## config.mk

```make
export PLATFORM = sky130hd
export DESIGN_NAME = row_neighbor_bright_edge_filter_top
export DESIGN_NICKNAME = d
export VERILOG_FILES = /design/src/rtl/rnbe_pkg.sv /design/src/rtl/row_neighbor_bright_edge_filter_top.sv /design/src/rtl/rnbe_cfg.sv /design/src/rtl/rnbe_front.sv /design/src/rtl/rnbe_queue.sv /design/src/rtl/rnbe_back.sv
export SDC_FILE = /design/constraint.sdc
export NUM_CORES = 1
export LEC_CHECK = 0
export BUFFER_PORTS_ARGS = -buffer_cell sky130_fd_sc_hd__buf_2
export CAP_MARGIN = 20
export CORE_AREA = 2 2 192 194
export DETAILED_ROUTE_END_ITERATION = 10
export DIE_AREA = 0 0 194 196
export PLACE_DENSITY = 0.88
export SYNTH_ARGS = -nofsm -noshare
export SYNTH_HDL_FRONTEND = slang
export SYNTH_SLANG_ARGS = --single-unit
```

## constraint.sdc

```tcl
create_clock -name clk -period 12.5 [get_ports clk]
set_input_delay 1.25 -clock clk [delete_from_list [all_inputs] [get_ports clk]]
set_output_delay 1.25 -clock clk [all_outputs]
set_load 0.01 [all_outputs]
```

## src/rtl/rnbe_pkg.sv

```systemverilog
// ============================================================================
// Row neighbor bright edge filter package
// Shared constants, register codes and word types.
// ============================================================================
`timescale 1ns / 1ps
`default_nettype none
package rnbe_pkg;

	localparam int SAMPLE_BITS  = 20;
	localparam int MAX_WIDTH    = 4096;
	localparam int HEIGHT_LIMIT = 4096;
	localparam int CFG_GEOM_BITS = 13;
	localparam int DTHR_BITS    = 19;
	localparam int BTHR_BITS    = 20;
	localparam int CNT_BITS     = $clog2(MAX_WIDTH);
	localparam int EW_BITS      = CNT_BITS + 1;
	localparam int HCNT_BITS    = $clog2(HEIGHT_LIMIT);
	localparam int EH_BITS      = HCNT_BITS + 1;
	localparam int TDATA_BITS   = ((SAMPLE_BITS + 7) / 8) * 8;
	localparam int CMP_BITS     = (SAMPLE_BITS + 2 > DTHR_BITS + 2) ? SAMPLE_BITS + 2
		: DTHR_BITS + 2;
	localparam int QDEPTH       = 4;
	localparam int QPTR_BITS    = $clog2(QDEPTH);
	localparam int PADDR_BITS   = 4;
	localparam int PDATA_BITS   = 32;

	typedef enum logic [1:0] {
		REG_ROW_WIDTH,
		REG_FRAME_HEIGHT,
		REG_DIFF_THR,
		REG_BRIGHT_THR
	} reg_index_t;

	typedef logic signed [SAMPLE_BITS-1:0] sample_t;

	typedef struct packed {
		logic [EW_BITS-1:0]          width;
		logic [EH_BITS-1:0]          height;
		logic [DTHR_BITS-1:0]        diff_thr;
		logic signed [BTHR_BITS-1:0] bright_thr;
		logic                        geom_clear;
	} cfg_t;

	typedef struct packed {
		sample_t sample;
		logic    row_end;
		logic    frame_end;
	} result_t;

	typedef struct packed {
		logic    two;
		result_t r0;
		result_t r1;
	} item_t;

endpackage
`default_nettype wire

```

## src/rtl/row_neighbor_bright_edge_filter_top.sv

```systemverilog
// ============================================================================
// Row neighbor bright edge filter, top level
// Replaces a pixel by a bright neighbor across a strong left/right step.
// ============================================================================
// Samples enter on the s_ stream, one word per sample in raster order, with
// the signed Q.8 value in s_tdata. Results leave on the m_ stream: sample in
// m_tdata, row end on m_tlast, frame end on m_tuser[0] and the last result
// of an input sample on m_tuser[1]. In rows wider than one sample the first
// gives no result and the last gives two, so output lags input by one sample.
// A result word is pushed into the queue when the sample that completes it
// is accepted, then loaded into the output register. The block takes one
// sample per cycle; the four-item queue between the front end and the back
// end absorbs the extra word at each row end. Samples are held off while
// that queue is full, which happens only when the receiver stalls, and in
// the cycle of a width or height register write; the front end keeps working
// until then. Reset clears the stream position, the queue and the output
// stage and loads the register defaults; writing the width or height
// registers restarts the frame with the next sample.
// ============================================================================
`timescale 1ns / 1ps
`default_nettype none
module row_neighbor_bright_edge_filter_top (
	input  wire logic                            clk,
	input  wire logic                            arst_n,
	input  wire logic                            psel,
	input  wire logic                            penable,
	input  wire logic                            pwrite,
	input  wire logic [rnbe_pkg::PADDR_BITS-1:0] paddr,
	input  wire logic [rnbe_pkg::PDATA_BITS-1:0] pwdata,
	output logic      [rnbe_pkg::PDATA_BITS-1:0] prdata,
	output logic                                 pready,
	input  wire logic                            s_tvalid,
	output logic                                 s_tready,
	// Fields from bit 0: sample_in, then zero fill.
	input  wire logic [rnbe_pkg::TDATA_BITS-1:0] s_tdata,
	output logic                                 m_tvalid,
	input  wire logic                            m_tready,
	// Fields from bit 0: sample_out, then zero fill.
	output logic      [rnbe_pkg::TDATA_BITS-1:0] m_tdata,
	output logic                                 m_tlast,
	// Fields from bit 0: frame_end, run_last.
	output logic      [1:0]                      m_tuser
);
	import rnbe_pkg::*;

	cfg_t  cfg;
	logic  q_full;
	logic  q_nonempty;
	logic  push;
	logic  pop;
	item_t push_item;
	item_t q_head;

	rnbe_cfg u_cfg (
		.clk     (clk),
		.arst_n  (arst_n),
		.psel    (psel),
		.penable (penable),
		.pwrite  (pwrite),
		.paddr   (paddr),
		.pwdata  (pwdata),
		.prdata  (prdata),
		.pready  (pready),
		.cfg     (cfg)
	);

	rnbe_front u_front (
		.clk       (clk),
		.arst_n    (arst_n),
		.cfg       (cfg),
		.in_valid  (s_tvalid),
		.in_sample (s_tdata[SAMPLE_BITS-1:0]),
		.q_full    (q_full),
		.in_ready  (s_tready),
		.push      (push),
		.push_item (push_item)
	);

	rnbe_queue u_queue (
		.clk       (clk),
		.arst_n    (arst_n),
		.push      (push),
		.push_item (push_item),
		.pop       (pop),
		.full      (q_full),
		.nonempty  (q_nonempty),
		.head      (q_head)
	);

	rnbe_back u_back (
		.clk        (clk),
		.arst_n     (arst_n),
		.q_nonempty (q_nonempty),
		.q_head     (q_head),
		.pop        (pop),
		.m_tvalid   (m_tvalid),
		.m_tready   (m_tready),
		.m_tdata    (m_tdata),
		.m_tlast    (m_tlast),
		.m_tuser    (m_tuser)
	);

endmodule
`default_nettype wire

```

## src/rtl/rnbe_cfg.sv

```systemverilog
// ============================================================================
// Configuration registers
// APB register file with effective geometry clamping.
// ============================================================================
`timescale 1ns / 1ps
`default_nettype none
module rnbe_cfg (
	input  wire logic                           clk,
	input  wire logic                           arst_n,
	input  wire logic                           psel,
	input  wire logic                           penable,
	input  wire logic                           pwrite,
	input  wire logic [rnbe_pkg::PADDR_BITS-1:0] paddr,
	input  wire logic [rnbe_pkg::PDATA_BITS-1:0] pwdata,
	output logic      [rnbe_pkg::PDATA_BITS-1:0] prdata,
	output logic                                pready,
	output rnbe_pkg::cfg_t                      cfg
);
	import rnbe_pkg::*;

	logic [CFG_GEOM_BITS-1:0]    width_q;
	logic [CFG_GEOM_BITS-1:0]    height_q;
	logic [DTHR_BITS-1:0]        dthr_q;
	logic signed [BTHR_BITS-1:0] bthr_q;
	logic                        wr;
	reg_index_t                  idx;

	assign pready = 1'b1;
	assign wr     = psel && penable && pwrite;
	assign idx    = reg_index_t'(paddr[3:2]);

	always_ff @(posedge clk or negedge arst_n) begin
		if (!arst_n) begin
			width_q  <= CFG_GEOM_BITS'(512);
			height_q <= CFG_GEOM_BITS'(512);
			dthr_q   <= DTHR_BITS'(1280);
			bthr_q   <= BTHR_BITS'(40960);
		end else begin
			if (wr) begin
				unique case (idx)
					REG_ROW_WIDTH: begin
						width_q <= pwdata[CFG_GEOM_BITS-1:0];
					end
					REG_FRAME_HEIGHT: begin
						height_q <= pwdata[CFG_GEOM_BITS-1:0];
					end
					REG_DIFF_THR:   dthr_q <= pwdata[DTHR_BITS-1:0];
					REG_BRIGHT_THR: bthr_q <= pwdata[BTHR_BITS-1:0];
				endcase
			end
		end
	end

	always_comb begin
		unique case (idx)
			REG_ROW_WIDTH:    prdata = PDATA_BITS'(width_q);
			REG_FRAME_HEIGHT: prdata = PDATA_BITS'(height_q);
			REG_DIFF_THR:     prdata = PDATA_BITS'(dthr_q);
			REG_BRIGHT_THR:   prdata = PDATA_BITS'(bthr_q);
		endcase
	end

	always_comb begin
		if (width_q == '0) begin
			cfg.width = EW_BITS'(1);
		end else if (32'(width_q) > MAX_WIDTH) begin
			cfg.width = EW_BITS'(MAX_WIDTH);
		end else begin
			cfg.width = EW_BITS'(width_q);
		end
		if (height_q == '0) begin
			cfg.height = EH_BITS'(1);
		end else if (32'(height_q) > HEIGHT_LIMIT) begin
			cfg.height = EH_BITS'(HEIGHT_LIMIT);
		end else begin
			cfg.height = EH_BITS'(height_q);
		end
		cfg.diff_thr   = dthr_q;
		cfg.bright_thr = bthr_q;
		cfg.geom_clear = wr && (idx == REG_ROW_WIDTH || idx == REG_FRAME_HEIGHT);
	end

endmodule
`default_nettype wire

```

## src/rtl/rnbe_front.sv

```systemverilog
// ============================================================================
// Front end
// Accepts samples, tracks the raster position and builds result items.
// ============================================================================
`timescale 1ns / 1ps
`default_nettype none
module rnbe_front (
	input  wire logic                           clk,
	input  wire logic                           arst_n,
	input  rnbe_pkg::cfg_t                      cfg,
	input  wire logic                           in_valid,
	input  rnbe_pkg::sample_t                   in_sample,
	input  wire logic                           q_full,
	output logic                                in_ready,
	output logic                                push,
	output rnbe_pkg::item_t                     push_item
);
	import rnbe_pkg::*;

	sample_t               prev_q;
	sample_t               older_q;
	logic [CNT_BITS-1:0]   col_q;
	logic [HCNT_BITS-1:0]  row_q;
	logic [CNT_BITS-1:0]   c;
	logic [HCNT_BITS-1:0]  rc;
	logic [EW_BITS-1:0]    c_next;
	logic [EH_BITS-1:0]    r_next;
	logic                  last_row;
	logic                  w_one;
	logic                  c_end;
	logic                  accept;
	sample_t               left_a;
	sample_t               pick_a;
	sample_t               pick_b;

	function automatic sample_t pick(input sample_t left, input sample_t cur,
		input sample_t right, input logic [DTHR_BITS-1:0] dt,
		input logic signed [BTHR_BITS-1:0] bt);
		logic signed [CMP_BITS-1:0] diff;
		logic signed [CMP_BITS-1:0] dts;
		logic signed [CMP_BITS-1:0] bts;
		sample_t                    res;
		diff = CMP_BITS'(left) - CMP_BITS'(right);
		dts  = $signed(CMP_BITS'(dt));
		bts  = CMP_BITS'(bt);
		if (diff >= dts && CMP_BITS'(left) >= bts) begin
			res = right;
		end else if (diff <= -dts && CMP_BITS'(right) >= bts) begin
			res = left;
		end else begin
			res = cur;
		end
		return res;
	endfunction

	assign in_ready = !q_full && !cfg.geom_clear;
	assign accept   = in_valid && in_ready;

	always_comb begin
		c        = (EW_BITS'(col_q) >= cfg.width) ? '0 : col_q;
		rc       = (EH_BITS'(row_q) >= cfg.height) ? '0 : row_q;
		last_row = (EH_BITS'(rc) == cfg.height - EH_BITS'(1));
		w_one    = (cfg.width == EW_BITS'(1));
		c_end    = (EW_BITS'(c) == cfg.width - EW_BITS'(1));
		left_a   = (c == CNT_BITS'(1)) ? in_sample : older_q;
		pick_a   = pick(left_a, prev_q, in_sample, cfg.diff_thr, cfg.bright_thr);
		pick_b   = pick(prev_q, in_sample, prev_q, cfg.diff_thr, cfg.bright_thr);
		c_next   = EW_BITS'(c) + EW_BITS'(1);
		r_next   = EH_BITS'(rc) + EH_BITS'(1);

		push_item.two          = !w_one && c_end;
		push_item.r0.sample    = w_one ? in_sample : pick_a;
		push_item.r0.row_end   = w_one;
		push_item.r0.frame_end = w_one && last_row;
		push_item.r1.sample    = pick_b;
		push_item.r1.row_end   = 1'b1;
		push_item.r1.frame_end = last_row;
		push = accept && (w_one || c != '0);
	end

	always_ff @(posedge clk or negedge arst_n) begin
		if (!arst_n) begin
			prev_q  <= '0;
			older_q <= '0;
			col_q   <= '0;
			row_q   <= '0;
		end else if (cfg.geom_clear) begin
			col_q <= '0;
			row_q <= '0;
		end else if (accept) begin
			older_q <= prev_q;
			prev_q  <= in_sample;
			if (c_next >= cfg.width) begin
				col_q <= '0;
				row_q <= (r_next >= cfg.height) ? '0 : r_next[HCNT_BITS-1:0];
			end else begin
				col_q <= c_next[CNT_BITS-1:0];
				row_q <= rc;
			end
		end
	end

endmodule
`default_nettype wire

```

## src/rtl/rnbe_queue.sv

```systemverilog
// ============================================================================
// Item queue
// Short register FIFO between the front end and the back end.
// ============================================================================
`timescale 1ns / 1ps
`default_nettype none
module rnbe_queue (
	input  wire logic      clk,
	input  wire logic      arst_n,
	input  wire logic      push,
	input  rnbe_pkg::item_t push_item,
	input  wire logic      pop,
	output logic           full,
	output logic           nonempty,
	output rnbe_pkg::item_t head
);
	import rnbe_pkg::*;

	item_t                mem_q [QDEPTH];
	logic [QPTR_BITS-1:0] wptr_q;
	logic [QPTR_BITS-1:0] rptr_q;
	logic [QPTR_BITS:0]   count_q;
	logic                 do_pop;

	assign full     = (count_q == (QPTR_BITS + 1)'(QDEPTH));
	assign nonempty = (count_q != '0);
	assign head     = mem_q[rptr_q];
	assign do_pop   = pop && nonempty;

	always_ff @(posedge clk) begin
		if (push) begin
			mem_q[wptr_q] <= push_item;
		end
	end

	always_ff @(posedge clk or negedge arst_n) begin
		if (!arst_n) begin
			wptr_q  <= '0;
			rptr_q  <= '0;
			count_q <= '0;
		end else begin
			if (push) begin
				wptr_q <= wptr_q + QPTR_BITS'(1);
			end
			if (do_pop) begin
				rptr_q <= rptr_q + QPTR_BITS'(1);
			end
			if (push && !do_pop) begin
				count_q <= count_q + (QPTR_BITS + 1)'(1);
			end else if (do_pop && !push) begin
				count_q <= count_q - (QPTR_BITS + 1)'(1);
			end
		end
	end

endmodule
`default_nettype wire

```

## src/rtl/rnbe_back.sv

```systemverilog
// ============================================================================
// Back end
// Unpacks queued items into single result words on the output stream.
// ============================================================================
`timescale 1ns / 1ps
`default_nettype none
module rnbe_back (
	input  wire logic                          clk,
	input  wire logic                          arst_n,
	input  wire logic                          q_nonempty,
	input  rnbe_pkg::item_t                    q_head,
	output logic                               pop,
	output logic                               m_tvalid,
	input  wire logic                          m_tready,
	output logic [rnbe_pkg::TDATA_BITS-1:0]    m_tdata,
	output logic                               m_tlast,
	output logic [1:0]                         m_tuser
);
	import rnbe_pkg::*;

	item_t   item_q;
	logic    valid_q;
	logic    idx_q;
	result_t cur;
	logic    last;
	logic    fire;
	logic    advance;

	always_comb begin
		cur      = idx_q ? item_q.r1 : item_q.r0;
		last     = !item_q.two || idx_q;
		fire     = valid_q && m_tready;
		advance  = (fire && last) || !valid_q;
		pop      = advance && q_nonempty;
		m_tvalid = valid_q;
		m_tdata  = TDATA_BITS'($unsigned(cur.sample));
		m_tlast  = cur.row_end;
		m_tuser  = {last, cur.frame_end};
	end

	always_ff @(posedge clk) begin
		if (pop) begin
			item_q <= q_head;
		end
	end

	always_ff @(posedge clk or negedge arst_n) begin
		if (!arst_n) begin
			valid_q <= 1'b0;
			idx_q   <= 1'b0;
		end else if (fire && !last) begin
			idx_q <= 1'b1;
		end else if (advance) begin
			valid_q <= q_nonempty;
			idx_q   <= 1'b0;
		end
	end

endmodule
`default_nettype wire

```

==> summary by stage, run 1 <==
Yosys
Of all cell types, the one taking the most synthesized area is sky130_fd_sc_hd__edfxtp_1. The synthesized design contains 220 enable-type register cells. Counting flops with an async set or reset pin after synthesis yields a share of between 30% and 40%.

The cell count after synthesis came out at 1927. For this run, the leading register cell type out of synthesis is sky130_fd_sc_hd__edfxtp_1. In this run the mean area of a mapped cell was roughly 11 um^2. The distinct cell type count after synthesis is 87.

The proportion of synthesized chip area in sequential cells is 47.00%. After synthesis the cells add up to 21420 um^2. Yosys printed 0 warnings.

After synthesis, the cell types taking the most area are sky130_fd_sc_hd__edfxtp_1 31%, sky130_fd_sc_hd__dfrtp_1 15%, sky130_fd_sc_hd__ha_1 11%. The synthesized design contains 358 register bits. In this run the biggest area consumer among cell types represents a little under a third of the synthesized area.

Layout
The footprint of the multi-input gates is between 10000 and 15000 um^2. The post-route netlist has 17.12% of its cells at a drive strength greater than 1. The sequential standard cell area is 10070 um^2. The number of nets at the end of the flow is 2249.

The growth of design area from synthesis to finish is 10.11%. The filler cells instantiated in the layout total 2620.

Global routing
The number of antenna violations at the first check in global routing is 5. The total routing usage reported by global routing is 28.27%. The pin count of the biggest net entering global routing is 75. The total overflow left after global routing is 0.

The first global-routing pass estimated 85.07 mm of wire. The number of global-route vias before repair is 15500.

Floorplanning
Measured along the y axis, the die boundary spans just under 200 um. The floorplan step set the die width to about 190 um. The core region is 36080 um^2. After floorplanning, the core was divided into 70 placement rows. The count of boundary I/O pins is roughly 130. The initial cell density of the core is 59.36%. The die area is roughly 38000 um^2.

Place
The congestion estimate from routability-driven global placement came to 0.9005. At the placement stage, the worst setup path has a slack of between 1 and 1.5 ns. The final HPWL from detailed placement is 39.12 mm. The count of port buffers added during placement is approximately 110.

Routing
The final antenna-violating net count is 0. The number of vias in the routed layout is 15910. The via count normalized by instance count is 6.369. The number of search-and-repair iterations in the first detailed-routing pass is 5.

The mean routed wirelength per cell is roughly 22 um. The DRC violation count after routing is 0. For this block, the initial DRC count from the detailed router was 1582.

The total wire length after detailed routing is 54.35 mm.

Clocking
After clock tree synthesis, the clock-pin slew on the worst setup and hold paths is around 0.060 ns. CTS placed an instance of sky130_fd_sc_hd__clkbuf_16 at the clock tree root. The number of gates resized after CTS is 0. In this run the deepest clock path goes through 3 buffers. The total number of clock tree sinks is 358. The number of post-CTS setup repair buffers is 0. The number of hold buffers added after CTS was 0.

TritonCTS built the clock tree. CTS built an H-tree with a depth of 2. The later pin in the worst-skew pair is clocked with a latency of 0.56 ns. Clock tree synthesis inserted a total of 38 buffers.

Power
The leakage power total is around 10 nW. Of the total power, the clock network draws 17.8%. The peak ir drop on the vdd network is between 0.1 and 0.15 mV. The internal power of the cells is 0.003800 W. The power spent charging and discharging nets is 0.002607 W. Combinational logic is responsible for approximately half of the overall power. The net switching share of the total power is 40.69%. Registers are responsible for 33.1% of the overall power. The power density over cell area is 271.7 nW/um^2.

STA
The worst clock skew is 0.02848 ns. Setup repair after global routing left no endpoint under its margin. Setup slack closes at roughly 1.1 ns.

The share of the clock period used by the worst path after layout is roughly nine tenths. The final-report hold violation count is 0. The slew at the pin closest to its max-slew limit is 1.103 ns. Setup violations remaining at the end of the flow were counted as 0. The highest achievable clock rate is just under 0.09 GHz. The accumulated negative setup slack is 0 ns. The final max-slew violation count is 0. The relative slew slack is 26.44%. The minimum clock period is 11.37 ns.

Run status
The run finished with clean final reports.

Worst setup path
The buffering stage count on the worst path with inverters included is 2. The cell repeated most along the worst path is sky130_fd_sc_hd__o21ai_0. At the worst endpoint, the arrival time is 11.74 ns. The required time at the endpoint of the critical path is about 13 ns.

The highest-delay cell along the critical path is sky130_fd_sc_hd__o21ai_0. The type of the worst setup path is flop to flop. The worst setup path is captured at a flop. STA classifies the critical path startpoint as a flop. The largest fanout of any net on the critical path is 38. The longest individual stage delay on the worst path is 0.71 ns. Grouping stages by cell kind, the critical path spends the most delay in compound AO/OA/AOI/OAI gates.

Hold path
In this run the worst hold path is classified as flop to flop.

Run
The number of max-capacitance violations reported is 0.
[power groups by stage]
stage / logic, W / clock network, W / registers [W]
after floorplan: 0.00234 / 0 / 0.00198
after global placement: 0.00282 / 0 / 0.00209
after detailed placement: 0.00301 / 0 / 0.00213
after CTS: 0.00306 / 0.00115 / 0.00212
after global routing: 0.00345 / 0.00120 / 0.00216
final: 0.00314 / 0.00114 / 0.00212
[routing by layer]
layer | vias to the layer above | global-route usage, % | part of all wire, %
met5 | - | 0 | 0.024
met2 | 771 | 46.78 | 48
met4 | 2 | 9.596 | 3.3
met1 | 7767 | 38.43 | 41
li1 | 7232 | - | -
met3 | 139 | 4.349 | 7.5
[sequential cells by signal, summed over array words and instances, names as in the netlist, 2 cells and up]
name / cells
u_cfg.height_q: 13
u_queue.wptr_q: 2
u_cfg.dthr_q: 19
u_back.item_q: 44
u_cfg.bthr_q: 20
u_queue.rptr_q: 2
u_queue.mem_q: 176
u_cfg.width_q: 13
u_front.row_q: 12
u_front.older_q: 20
u_front.prev_q: 20
u_queue.count_q: 3
u_front.col_q: 12
[layout make-up]
| class | count | area share [%] |
|---|---|---|
| diodes | 3 | 0.03183 |
| clock buffers | 43 | 4.154 |
| clock inverters | 27 | 1.247 |
| inverters | 116 | 1.846 |
| multi-input cells | 1358 | 44.37 |
| flip-flops and latches | 358 | 42.69 |
| well taps | 468 | 2.483 |
| repair buffers | 125 | 3.178 |
[cells in the mapped netlist (all sizes together) (10+ instances only)]
library cell  count
o22a             21
clkbuf           59
mux2             68
xor2             18
edfxtp          220
nor4             18
ha              183
o21ai           128
nand4            22
buf              39
a21oi            62
and2             16
a31oi            12
nand2           249
nor2b            18
mux4             57
xnor2            52
a21o             41
o21a             14
nand3            48
nand2b           16
nor2            114
a211oi           10
mux2i            29
dfrtp           132
inv             114
nor3             25
a32o             14
[worst register-to-register path, delay by kind of cell (launching register included)]
kind / cells / cell delay [ns]
AO/OA/AOI/OAI: 19 / 5.60
AND/OR/NAND/NOR: 12 / 2.99
XOR/XNOR: 1 / 0.18
flip-flops: 1 / 0.49
adder cells (fa/ha/maj): 4 / 1.14
buffers and inverters: 2 / 0.51
multiplexers: 1 / 0.27
[logic make-up after synthesis]
logic type	Yosys count	share of synthesized area (%)
AO/OA/AOI/OAI	382	11.86
XOR/XNOR	70	2.862
adder cells (fa/ha/maj)	185	10.88
buffers and inverters	214	4.317
flip-flops	358	47.00
multiplexers	154	10.94
other	2	0.03506
AND/OR/NAND/NOR	562	12.11
[worst paths after layout]
path | startpoint | endpoint | slack [ns] | cells after the start
setup / recovery | u_cfg.width_q[2] | u_queue.mem_q[3][25] | 1.13 | 39
min in group asynchronous | arst_n | u_front.row_q[7] | 0.71 | 1
hold reg to reg | u_front.older_q[0] | u_front.older_q[0] | 0.54 | 2
hold / removal | u_front.older_q[0] | u_front.older_q[0] | 0.54 | 2
setup reg to reg | u_cfg.width_q[2] | u_queue.mem_q[3][25] | 1.13 | 39
max in group asynchronous | arst_n | u_queue.rptr_q[0] | 10.45 | 2
[stage by stage]
stage	total power, W	hold WS [ns]	area (um^2)	utilization [%]	cells
floorplan	0.004322	0.4685	21430	-	1930
global placement	0.004911	0.5040	22180	61.48	2418
detailed placement	0.005132	0.5068	22260	61.70	2422
CTS	0.006328	0.5350	23540	65.23	2492
global route	0.006805	0.5577	23590	65.36	2498
finish	0.006407	0.5351	23590	65.36	2498
[layout by cell type (no fill, tap or decap), drive strengths merged, types with 62 or more instances in the layout]
master	Yosys	routed
nor2	114	114
a21oi	62	62
inv	114	117
nand2	249	249
edfxtp	220	220
dfrtp	132	132
mux2	68	68
buf	39	125
ha	183	183
o21ai	128	128
(Power assumes the default switching activity.)
==> inputs of run 2 (changes only) <==
Settings changed: CORE_AREA 2 2 192 194 to 5 5 195 197, DIE_AREA 0 0 194 196 to 0 0 200 202.
==> summary by stage, run 2 (synthesized netlist as in run 1, its figures left out) <==
Global routing
The total routing usage reported by global routing is 26.84% (-1.4 points). The number of global-route vias before repair is 15560 (+0.40%). The final global-route overflow total was 0 (unchanged). The first-pass GRT wire length is 86.39 mm (+1.6%).

The number of antenna violations at the first check in global routing is 3 (-2). The pin count of the biggest net entering global routing is 76 (+1.3%).

STA
The worst-case setup margin in the final layout is 1.440 ns (+0.3123 ns). The minimum clock period is 11.06 ns (-0.3123 ns). Setup repair after global routing left no endpoint under its margin. The relative slew slack is 23.43% (-3.0 points). The slew at the pin closest to its max-slew limit is 1.138 ns (+0.03459 ns). The highest achievable clock rate was 0.09042 GHz (+2.8%). The final max-slew violation count is 0 (unchanged).

The setup-violating endpoint count in the final report is 0 (unchanged). The final-report hold violation count is 0 (unchanged). The share of the clock period used by the worst path after layout is 88.48% (-2.5 points).

The post-route worst hold slack was 0.5285 ns (-0.006636 ns). The accumulated negative setup slack came to 0 ns (unchanged). The worst clock skew is 0.02791 ns (-0.0005705 ns).

Routing
The total wire length after detailed routing is 54.73 mm (+0.69%). The number of search-and-repair iterations in the first detailed-routing pass is 6 (+1). The violation count after the first detailed-route iteration is 1577 (-0.32%). The via count normalized by instance count is 6.353 (-0.27%). The number of vias in the routed layout is 15840 (-0.47%).

The DRC violation count after routing is 0 (unchanged). The mean routed wirelength per cell is 21.95 um (+0.89%). The final antenna-violating net count came to 0 (unchanged).

Hold path
The cell depth of the worst hold path is 1 (-1). The startpoint identified for the worst hold timing path is u_queue.count_q[2]. For hold timing, the worst endpoint is u_queue.count_q[2].

The classification of the worst-slack hold path is flop to flop.

Floorplanning
The horizontal die dimension is 200 um (+3.1%). The die outline height was 202 um (+3.1%). The die area came to 40400 um^2 (+6.2%).

The initial cell density of the core came to 59.36% (unchanged). The count of boundary I/O pins is 129 (unchanged). The site row count is 70 (unchanged). The core outline area is 36080 um^2 (unchanged).

Clocking
The number of gates resized after CTS was 0 (unchanged). The insertion delay of the later-clocked pin in the worst-skew pair was 0.55 ns (about the same). TritonCTS built the clock tree.

The number of post-CTS setup repair buffers is 0 (unchanged). The CTS buffer count is 37 (-2.6%). The count of H-tree levels built during CTS is 2 (unchanged).

The clock-pin slew of the registers on the worst-case setup and hold paths came to 0.06 ns (about the same). The total number of clock tree sinks was 358 (unchanged). CTS placed an instance of sky130_fd_sc_hd__clkbuf_16 at the clock tree root.

The clock tree buffer depth came to 3 (unchanged). The number of buffers added to fix hold violations after cts is 0 (unchanged).

Place
The count of port buffers added during placement is 105 (unchanged). The instance area after placement is 22210 um^2 (-0.23%). The worst slack at placement came to 1.732 ns (+0.2818 ns). The final HPWL from detailed placement is 38.70 mm (-1.1%).

The global placer's final weighted congestion was 0.9329 (+3.6%).

Worst setup path
The category of the worst setup path capture point is a flop. The largest fanout of any net on the critical path is 22 (-42%). The setup slack of the worst register-to-register path is 1.44 ns (+0.31 ns). The sort of element at the start of the critical path is a flop. The slowest stage of the critical path is the sky130_fd_sc_hd__a21oi_2 cell. The longest individual stage delay on the worst path is 0.81 ns (+0.10 ns). The count of cells along the worst register-to-register path was 41 (+5.1%). By startpoint and endpoint, the worst setup path is classified as flop to flop. The critical path arrival is 11.30 ns (-0.44 ns).

The startpoint of the worst-slack reg-to-reg timing path is u_cfg.width_q[2]. The endpoint of the most critical register-to-register path is u_queue.mem_q[1][28]. The required time at the endpoint of the critical path is 12.75 ns (-0.11 ns).

Power
The power density over cell area is 269.4 nW/um^2 (-0.84%). The leakage power total is 9.785 nW (-0.55%). The peak ir drop on the vdd network is 0.1668 mV (+19%).

Layout
The core occupancy in the finished layout is 65.05% (-0.31 points). The number of inserted filler cells in the final layout is 2675 (+2.1%). The number of flip-flops under the largest register name was 176 (unchanged). Compared with the post-synthesis result, the final layout area differs by 9.585%. The number of nets at the end of the flow is 2246 (-0.13%). The register with the most flip-flops in the final layout is u_queue.mem_q. The footprint of the multi-input gates is 10470 um^2 (unchanged). The final standard cell area without fillers is 23470 um^2 (-0.47%). In the layout the commonest cells are 248 x sky130_fd_sc_hd__nand2_1, 220 x sky130_fd_sc_hd__edfxtp_1, 183 x sky130_fd_sc_hd__ha_1. The largest registers in the layout are u_queue.mem_q x176, u_back.item_q x44. The ratio of cells with drive above 1 in the final layout is 16.96% (-0.16 points). Leaving out fill and tap cells, the most frequent cell in the layout is sky130_fd_sc_hd__nand2_1. The sequential standard cell area was 10070 um^2 (unchanged).

Run status
The run finished with clean final reports.

Run
The number of max-capacitance violations reported came to 0 (unchanged).
run 2: changes by cell type in the layout (fill, tap and decap cells not counted), sizes merged:
cell,change
buf,-2
clkbuf,+6
clkinv,-13
clkinvlp,+3
inv,+1
run 2: routing by layer:
metal  GRT usage (%)  wire length (um)  up-vias
met5               0                 0        -
met4           7.035              1438        0
met3           4.051              4175       94
met2           43.27             26080      707
met1           38.40             23040     7818
li1                -                 -     7218
run 2: critical path, delay by kind of cell, from the launching register on:
| family | cells | cell delay, ns |
|---|---|---|
| compound gates | 18 | 5.26 |
| xor+xnor | 1 | 0.14 |
| fa+ha+maj | 5 | 1.36 |
| buf+inv | 3 | 0.46 |
| flops | 1 | 0.47 |
| mux | 1 | 0.37 |
| simple gates | 13 | 2.69 |
run 2: where the power goes:
part / total (W) / internal, W / switching [W]
clock: 0.00113 / 0.000659 / 0.000468
combinational: 0.00308 / 0.00127 / 0.00182
sequential: 0.00211 / 0.00185 / 0.000267
total: 0.00632 / 0.00377 / 0.00255
run 2: cell type report:
cell class / count / share of cell area [%]
diodes: 3 / 0.03198
clock buffers: 49 / 4.307
clock inverters: 18 / 0.9434
inverters: 116 / 1.855
multi-input cells: 1358 / 44.58
flip-flops and latches: 358 / 42.89
well taps: 468 / 2.495
repair buffers: 123 / 2.894
run 2: metrics by stage:
stage,total power [W],cells
after floorplan,0.004322,1930
after global placement,0.004915,2422
after detailed placement,0.005108,2422
after CTS,0.006291,2489
after global routing,0.006739,2493
final,0.006324,2493
run 2: how the worst max path moves through the flow:
stage	slack, ns	endpoint	start	depth (start not counted)
after floorplan	3.47	u_queue.mem_q[0][41]	u_cfg.width_q[2]	45
after global placement	2.03	u_queue.mem_q[0][25]	u_cfg.width_q[2]	41
after detailed placement	1.73	u_queue.mem_q[0][27]	u_cfg.width_q[2]	41
after CTS	1.68	u_queue.mem_q[0][27]	u_cfg.width_q[2]	41
after global routing	0.79	u_queue.mem_q[0][27]	u_cfg.width_q[2]	41
final	1.44	u_queue.mem_q[1][28]	u_cfg.width_q[2]	41
